File: src/rtl/spc_pkg.sv
// Shared types and constants of the strided zero-padded 2D convolution block.
package spc_pkg;

    localparam int PIX_W      = 16;
    localparam int PROD_W     = 32;
    localparam int SUM_W      = 35;
    localparam int OUT_IDX_W  = 9;
    localparam int DIM_W      = 9;
    localparam int CFG_IDX_W  = 4;
    localparam int CFG_DATA_W = 48;
    localparam int COEF_COLS  = 3;

    typedef logic signed [PIX_W-1:0] t_pixel;
    typedef logic signed [PROD_W-1:0] t_prod;
    typedef logic signed [SUM_W-1:0] t_sum;
    typedef logic [OUT_IDX_W-1:0] t_out_idx;
    typedef logic [DIM_W-1:0] t_dim;
    typedef logic [1:0] t_small;
    typedef logic [CFG_IDX_W-1:0] t_cfg_idx;
    typedef logic [CFG_DATA_W-1:0] t_cfg_data;

    // register indexes of the configuration port
    localparam t_cfg_idx CFG_IMAGE_WIDTH  = 4'd0;
    localparam t_cfg_idx CFG_IMAGE_HEIGHT = 4'd1;
    localparam t_cfg_idx CFG_KERNEL_SIZE  = 4'd2;
    localparam t_cfg_idx CFG_PAD_AMOUNT   = 4'd3;
    localparam t_cfg_idx CFG_STEP_SIZE    = 4'd4;
    localparam t_cfg_idx CFG_COEF_ROW0    = 4'd5;
    localparam t_cfg_idx CFG_COEF_ROW1    = 4'd6;
    localparam t_cfg_idx CFG_COEF_ROW2    = 4'd7;

    // reset values of the configuration registers
    localparam t_dim   RST_IMAGE_WIDTH  = 9'd8;
    localparam t_dim   RST_IMAGE_HEIGHT = 9'd8;
    localparam t_small RST_KERNEL_SIZE  = 2'd3;
    localparam t_small RST_PAD_AMOUNT   = 2'd0;
    localparam t_small RST_STEP_SIZE    = 2'd1;

endpackage

File: src/rtl/spc_stride_div.sv
// Quotient and exactness of a window coordinate divided by the stride (1, 2 or 3).
module spc_stride_div #(
    parameter int XW = 9
) (
    input  logic [XW-1:0]      i_x,
    input  spc_pkg::t_small    i_step,
    output logic [XW-1:0]      o_quot,
    output logic               o_exact
);

    // divide by three as a multiply by a rounded-up reciprocal, exact for XW-bit values
    localparam int SH = XW + 2;
    localparam int PW = SH + XW;
    localparam logic [PW-1:0] RECIP = PW'(((64'd1 << SH) + 64'd2) / 64'd3);

    logic [PW-1:0]   prod;
    logic [XW-1:0]   quot3;
    logic [XW+1:0]   back3;

    assign prod  = PW'(i_x) * RECIP;
    assign quot3 = prod[PW-1:SH];
    assign back3 = {1'b0, quot3, 1'b0} + {2'b00, quot3};

    always_comb begin
        case (i_step)
            2'd2: begin
                o_quot  = i_x >> 1;
                o_exact = ~i_x[0];
            end
            2'd3: begin
                o_quot  = quot3;
                o_exact = (back3 == {2'b00, i_x});
            end
            default: begin
                o_quot  = i_x;
                o_exact = 1'b1;
            end
        endcase
    end

endmodule

File: config.mk
export PLATFORM = sky130hd
export DESIGN_NAME = spc_stride_div
export DESIGN_NICKNAME = d
export VERILOG_FILES = /design/src/rtl/spc_pkg.sv /design/src/rtl/spc_stride_div.sv
export SDC_FILE = /design/constraint.sdc
export NUM_CORES = 1
export LEC_CHECK = 0
export ABC_AREA = 1
export BUFFER_PORTS_ARGS = -buffer_cell sky130_fd_sc_hd__buf_2
export CAP_MARGIN = 20
export CORE_AREA = 2 2 72 67
export DETAILED_ROUTE_END_ITERATION = 10
export DIE_AREA = 0 0 74 69
export PLACE_DENSITY = 0.72
export REMOVE_ABC_BUFFERS = 1
export SETUP_SLACK_MARGIN = 0.4
export SLEW_MARGIN = 10
export SYNTH_ARGS = -nofsm -noshare
export SYNTH_HDL_FRONTEND = slang
export SYNTH_SLANG_ARGS = --single-unit
File: constraint.sdc
create_clock -name vclk -period 15.44
set_input_delay 3.088 -clock vclk [all_inputs]
set_output_delay 3.088 -clock vclk [all_outputs]
set_load 0.1 [all_outputs]
==> results of run 1 <==
-- synthesized netlist by cell type --
master	instances	area (sq um)
nor2_4	1	11.3
buf_4	1	7.51
o211ai_1	1	7.51
a21oi_1	17	85.1
nor2_1	11	41.3
nor3_2	2	20.0
a21oi_2	2	17.5
nand3_1	29	145
o21bai_1	1	7.51
xor2_2	1	16.3
o21ai_0	3	15.0
nand4_1	3	18.8
a21o_1	1	7.51
nor3_1	2	10.0
and2_1	2	12.5
nand2_1	83	312
fa_1	21	420
inv_1	88	330
nand3b_1	1	7.51
o31ai_1	1	7.51
o22ai_1	2	12.5
nor2_2	2	12.5
o21ai_1	1	5.00
a31o_2	1	8.76
xnor2_1	1	8.76
o221ai_1	4	35.0
xor2_1	2	17.5
nand2_4	1	11.3
or2_2	1	6.26
a31oi_1	1	6.26
ha_1	51	638
nand2_2	3	18.8
o21a_1	2	15.0
and3_1	1	6.26
-- critical path, cell delays in order --
cell	delay (ns)
buf_2	0.17
ha_1	0.39
fa_1	0.51
fa_1	0.57
inv_1	0.06
fa_1	0.49
inv_1	0.04
ha_1	0.34
a21oi_1	0.16
o21a_1	0.13
nand2_1	0.11
nand2_1	0.08
nand2_1	0.06
xor2_1	0.40
ha_1	0.30
fa_1	0.44
a21oi_1	0.15
nand3_1	0.07
nor2_1	0.11
nand3_1	0.11
nor2_1	0.10
nand3_1	0.10
nor3_2	0.12
nand3_1	0.08
nand3_1	0.07
buf_2	0.42
-- metrics by stage --
step / hold WS [ns] / utilization / setup WS, ns
floorplan: 6.51 / - / 4.22
global placement: 6.72 / 0.570 / 3.75
detailed placement: 6.72 / 0.570 / 3.65
CTS: 6.72 / 0.570 / 3.68
global route: 6.76 / 0.570 / 3.33
finish: 6.73 / 0.570 / 3.66
-- final cells by class --
cell class	instances	area, sq um	area share
inverter	88	330	0.133
multi-input combinational	255	1960	0.793
tap	62	77.6	0.0313
timing repair buffer	21	105	0.0424
-- final timing paths --
kind / cells after the start / startpoint / to
max: 26 / i_x[6] / o_exact
min: 4 / i_step[0] / o_quot[4]
-- logic make-up after synthesis --
group                      synth area share
AOI/OAI and AO/OA                     0.100
xor gates and xnor gates             0.0185
and+or+nand+nor                       0.275
adders and majority gates             0.460
buffers and inverters                 0.147
-- metal layers --
| metal | up-vias | GRT usage |
|---|---|---|
| met5 | - | 0 |
| li1 | 1135 | - |
| met4 | 0 | 0.0525 |
| met2 | 57 | 0.378 |
| met1 | 954 | 0.349 |
| met3 | 8 | 0.00731 |
==> run metrics, run 1 <==
syn_area_per_cell=roughly 6.7 sq um; Setup violations, final=0; commonest non-fill, non-tap cell in the layout=inv_1; filler instances=around 430; WL final=5.32 mm; Final Cell Area=about 2500 sq um; FFs & Latches=0; cts hold-fix bufs=0; core area=between 4000 and 5000 sq um; status=completed; sequential fraction of the synthesis area=0; Distinct cells, synth=34; Hold Path Class=primary input to primary output; GRT Util Overall=0.236; routed wl met3=~220 um; setup bufs post-CTS=0; vias in the first global route=roughly 2.2k; mapped cell area=around 2300 sq um; area delta synth->final=7.61%; crit end category=primary output; Iter 0 DRT Violations=123; minimum clock period=around 12 ns; Starting Density=0.530; total negative slack=0 ns; wire length on met1=about 2.6 mm; cts repair resizes=0; fmax=around 0.085 GHz; Antenna Nets Post-Route=0; largest net degree at the start of global routing=11; period utilization=0.763; HPWL Detailed=4.82 mm; CLK BUF=0; share of cells above drive strength 1=0.0962; top layer in use=met4; I/O Pins=21; final hold vios=0; DR vias/cell=around 5; drt drc=0; NumNets Final=449; Post-Syn Instances=around 340; Final Max Slew Viols=0; chip width=about 74 um; most frequent cells in the layout=inv_1, nand2_1, ha_1, nand3_1; I/O Buffers=21; die area=approximately 5000 sq um; crit path DAT=roughly 8.7 ns; Setup CP Type=primary input to primary output; routed via count=between 2k and 2.5k; first-pass GRT wire length=9.74 mm; Critical Path RT=about 12 ns; Crit Path Max Fanout=7; Placed Cells=between 400 and 500; Worst Tran Pin Value=0.491 ns; initial antenna violation count=0; unrepaired setup endpoints after global routing=false; headroom to the max-slew limit=0.675; Site Rows=23; gr ovfl total=0; Reg area=0 sq um; Non-Filler Instances=426; Chip Height=slightly below 70 um; DR WL met2=approximately 2.4 mm; Worst setup SP type=primary input; antenna cells=0; total placed instance area=around 2500 sq um; GPL Wtd Cong=1.06; Ys Warns=0; post-DR wirelength/cell=12.5 um; max-cap violation count=0; iteration count of the initial detailed-routing pass=4
Power of run 1 is left out: the tool's default activity adds up to more than one toggle a clock period on the data nets, which glitch-free logic cannot reach.
==> inputs of run 2 (changes only) <==
--- a/config.mk
+++ b/config.mk
@@ -5,13 +5,13 @@
 export SDC_FILE = /design/constraint.sdc
 export NUM_CORES = 1
 export LEC_CHECK = 0
-export ABC_AREA = 1
+export ABC_AREA = 0
 export BUFFER_PORTS_ARGS = -buffer_cell sky130_fd_sc_hd__buf_2
 export CAP_MARGIN = 20
-export CORE_AREA = 2 2 72 67
+export CORE_AREA = 2 2 70 66
 export DETAILED_ROUTE_END_ITERATION = 10
-export DIE_AREA = 0 0 74 69
-export PLACE_DENSITY = 0.72
+export DIE_AREA = 0 0 72 68
+export PLACE_DENSITY = 0.75
 export REMOVE_ABC_BUFFERS = 1
 export SETUP_SLACK_MARGIN = 0.4
 export SLEW_MARGIN = 10
==> constraint.sdc (replaced) <==
create_clock -name vclk -period 10.3
set_input_delay 2.06 -clock vclk [all_inputs]
set_output_delay 2.06 -clock vclk [all_outputs]
set_load 0.1 [all_outputs]
==> run metrics, run 2 <==
status=completed; Hold Path Class=primary input to primary output; die area=between 4000 and 5000 sq um; total negative slack=0 ns; Post-Syn Instances=approximately 270; I/O Buffers=21; mapped cell area=between 2000 and 2500 sq um; Worst Tran Pin Value=0.495 ns; area delta synth->final=10.1%; top-area cell type share of the netlist area=0.293; Worst setup SP type=primary input; WL final=roughly 4.9 mm; xor/xnor share of the synthesized area=0.0747; commonest non-fill, non-tap cell in the layout=inv_1; Reg area=0 sq um; crit-path cells=buf_2 > ha_1 > inv_1 > fa_1 > fa_1 > fa_1 > inv_1 > ha_1 > o21ai_1 > o21ai_1 > a211oi_2 > o31ai_2 > and3_1 > ha_1 > xnor2_1 > or3_1 > a21oi_1 > nand4_1 > nor4_2 > a31o_1 > buf_6; CLK BUF=0; FFs & Latches=0; initial antenna violation count=0; Compound-Gate Fraction of Synth Area=0.184; largest cells by area after synthesis=ha_1, fa_1, inv_1; mux contribution to synthesized area=0.0230; fmax=between 0.1 and 0.15 GHz; most frequent cell after synthesis=inv_1; final critical-path setup slack=~0.70 ns; Crit Path Max Fanout=8; most frequent cells in the layout=inv_1, ha_1, fa_1, buf_2, nor2_1; GRT Util Overall=0.219; max-cap violation count=0; Antenna Nets Post-Route=0; I/O Pins=21; Ys Warns=0; Site Rows=23; Starting Density=0.515; Final Max Slew Viols=0; unrepaired setup endpoints after global routing=false; largest area contributor in the synthesized netlist=ha_1; headroom to the max-slew limit=0.672; NumNets Final=around 370; area share of and/or/nand/nor cells after synthesis=0.126; sequential fraction of the synthesis area=0; Setup CP Type=primary input to primary output; core area=about 4200 sq um; vias in the first global route=1893; Setup violations, final=0; post-DR wirelength/cell=between 10 and 15 um; routed via count=between 1.5k and 2k; DR vias/cell=5.65; largest net degree at the start of global routing=22; HPWL Detailed=roughly 4.2 mm; antenna cells=0; Chip Height=68 um; minimum clock period=around 9.6 ns; period utilization=0.932; share of cells above drive strength 1=0.146; Synth Area in Adders=0.486; drt drc=0; worst hold margin=between 4 and 5 ns; chip width=72 um; final hold vios=0; final core area utilization=0.567; first-pass GRT wire length=around 8.6 mm; main combinational cell family by area after synthesis=adder cells; gr ovfl total=0; slowest cell on the critical path=fa_1; iteration count of the initial detailed-routing pass=4; DP Worst Slack=~0.4 ns; syn_area_per_cell=approximately 8.1 sq um; Iter 0 DRT Violations=89; Critical Path RT=about 8.2 ns; critical path's largest stage delay=a little under 0.6 ns; synth cell count leaders=inv_1, ha_1, fa_1; crit end category=primary output; crit path DAT=between 7 and 8 ns; Distinct cells, synth=just over 40; GPL Wtd Cong=roughly 0.88
==> run 2: cell count changes after synthesis, moves of 4 or more <==
cell / change
nand2_1: -73
inv_1: -31
nand3_1: -25
xnor2_1: +10
o21ai_0: +5
clkbuf_1: +4
nand4_1: +4
nor2b_1: +4
o221ai_1: -4
==> run 2: layer usage <==
metal  global-route usage  vias up  routed length, um
met5                    0        -                  0
met4               0.0142        0                 19
met3              0.00442        2                147
met2                0.398       29               2440
met1                0.306      916               2330
li1                     -      964                  -
==> run 2: stage by stage <==
step,std cells,area (sq um)
floorplan,264,2160
global placement,335,2330
detailed placement,335,2330
CTS,335,2330
global route,338,2400
finish,338,2400
==> run 2: worst paths after layout <==
check,start,end,slack (ns),cells after the start
max,i_x[5],o_exact,0.70,21
min,i_x[8],o_quot[8],4.70,3
==> run 2: layout make-up <==
type               instances  area, sq um
multi-input cells        207         1990
fillers                  407         1830
inverters                 57          214
repair buffers            24          134
well taps                 50         62.6
==> run 2: logic make-up (layout without fill, tap and decap cells) <==
kind of cell	Yosys count	after routing
compound gates	61	61
xor+xnor	17	17
fa+ha+maj	72	72
buf+inv	61	81
mux	4	4
simple gates	53	53
==> run 2: what timing repair did <==
item | 4_1_cts | 5_1_grt
setup buffers | 0 | 3
pin swaps | 0 | 3
hold buffers | 0 | 0
endpoints found under the setup margin | 1 | 1
resized for setup | 1 | 10
==> run 2: worst max-delay path, delay by kind of cell <==
family	cells	cell delay (ns)
simple gates	4	1.07
buf+inv	4	0.53
fa+ha+maj	6	2.48
compound gates	6	1.17
xor+xnor	1	0.21
Power of run 2 is left out for the same reason.
==> inputs of run 3 (changes only) <==
--- a/config.mk
+++ b/config.mk
@@ -8,9 +8,9 @@
 export ABC_AREA = 0
 export BUFFER_PORTS_ARGS = -buffer_cell sky130_fd_sc_hd__buf_2
 export CAP_MARGIN = 20
-export CORE_AREA = 2 2 70 66
+export CORE_AREA = 2 2 67 69
 export DETAILED_ROUTE_END_ITERATION = 10
-export DIE_AREA = 0 0 72 68
+export DIE_AREA = 0 0 69 71
 export PLACE_DENSITY = 0.75
 export REMOVE_ABC_BUFFERS = 1
 export SETUP_SLACK_MARGIN = 0.4
==> run metrics, run 3 (synthesized netlist as in run 2, its figures left out) <==
minimum clock period=9.60 ns; die area=4900 sq um; initial antenna violation count=0; status=completed; crit-path cells=buf_2 > ha_1 > inv_1 > fa_1 > fa_1 > fa_1 > inv_1 > ha_1 > a21oi_1 > o211ai_1 > a21oi_2 > o21bai_1 > xor2_1 > ha_1 > a21oi_1 > o22ai_1 > o41ai_1 > xor2_1 > nand4_1 > a31o_1 > buf_6; critical path's largest stage delay=0.57 ns; drt drc=0; GRT Util Overall=0.211; largest net degree at the start of global routing=22; CLK BUF=0; crit-path leading delay family=adder cells; area delta synth->final=8.56%; post-DR wirelength/cell=14.9 um; I/O Buffers=21; I/O Pins=21; crit path DAT=roughly 7.5 ns; most frequent cells in the layout=inv_1, ha_1, fa_1, buf_2, a21oi_1; Hold Path Class=primary input to primary output; gr ovfl total=0; share of cells above drive strength 1=0.126; Chip Height=just over 70 um; iteration count of the initial detailed-routing pass=5; cts hold-fix bufs=0; filler instances=a little over 400; Final Max Slew Viols=0; Worst setup SP type=primary input; period utilization=0.932; Buf/Inv on CP=4; core area=~4200 sq um; Iter 0 DRT Violations=95; chip width=~70 um; Reg area=0 sq um; Starting Density=0.518; slowest cell on the critical path=fa_1; Site Rows=24; NumNets Final=between 300 and 400; commonest non-fill, non-tap cell in the layout=inv_1; Worst Tran Pin Value=between 0.5 and 0.6 ns; GPL Wtd Cong=around 0.94; total negative slack=0 ns; routed via count=~1.9k; Crit Path Max Fanout=8; WL final=about 5.0 mm; max-cap violation count=0; unrepaired setup endpoints after global routing=false; Setup CP Type=primary input to primary output; headroom to the max-slew limit=0.668; crit end category=primary output; HPWL Detailed=between 4 and 5 mm; Setup violations, final=0; antenna cells=0; FFs & Latches=0; first-pass GRT wire length=between 8 and 9 mm; vias in the first global route=1959; fmax=approximately 0.10 GHz; Critical Path RT=8.24 ns; DR vias/cell=roughly 5.6; Antenna Nets Post-Route=0; final hold vios=0
-- run 3: stage by stage --
stage	instance area, sq um	setup slack (ns)	hold slack, ns	utilization	std cells
5_1_grt	2360	0.361	4.73	0.562	337
4_1_cts	2330	0.496	4.70	0.555	337
2_1_floorplan	2160	0.928	4.44	-	264
6_report	2360	0.696	4.71	0.562	337
3_3_place_gp	2330	0.594	4.70	0.555	337
3_5_place_dp	2330	0.528	4.70	0.555	337
-- run 3: metal layers --
layer / GRT usage / vias up / part of all wire / routed length (um)
met3: 0.00142 / 2 / 0.024 / 123
met2: 0.407 / 31 / 0.51 / 2550
li1: - / 962 / - / -
met1: 0.279 / 908 / 0.47 / 2340
met4: 0.0109 / 0 / 0.0014 / 7
met5: 0 / - / 0 / 0
-- run 3: repair_timing --
item | 4_1_cts | 5_1_grt
setup buffers | 0 | 0
endpoints found under the setup margin | 0 | 1
gates resized for setup | 0 | 9
-- run 3: final cells by class --
cell class                 instances  area [sq um]  area share
multi-input combinational        207          1970       0.835
inverter                          57           214      0.0905
timing repair buffer              21           111      0.0471
tap                               52          65.1      0.0275
-- run 3: worst paths after layout --
| path | cells after the start | slack, ns | endpoint | start |
|---|---|---|---|---|
| setup / recovery | 21 | 0.70 | o_exact | i_x[5] |
| hold / removal | 3 | 4.71 | o_quot[8] | i_x[8] |
-- run 3: worst min-delay path, stage by stage --
cell and delay, ns:
buf_2 0.15, nor2b_1 0.15, buf_2 0.29
Power of run 3 is left out for the same reason.
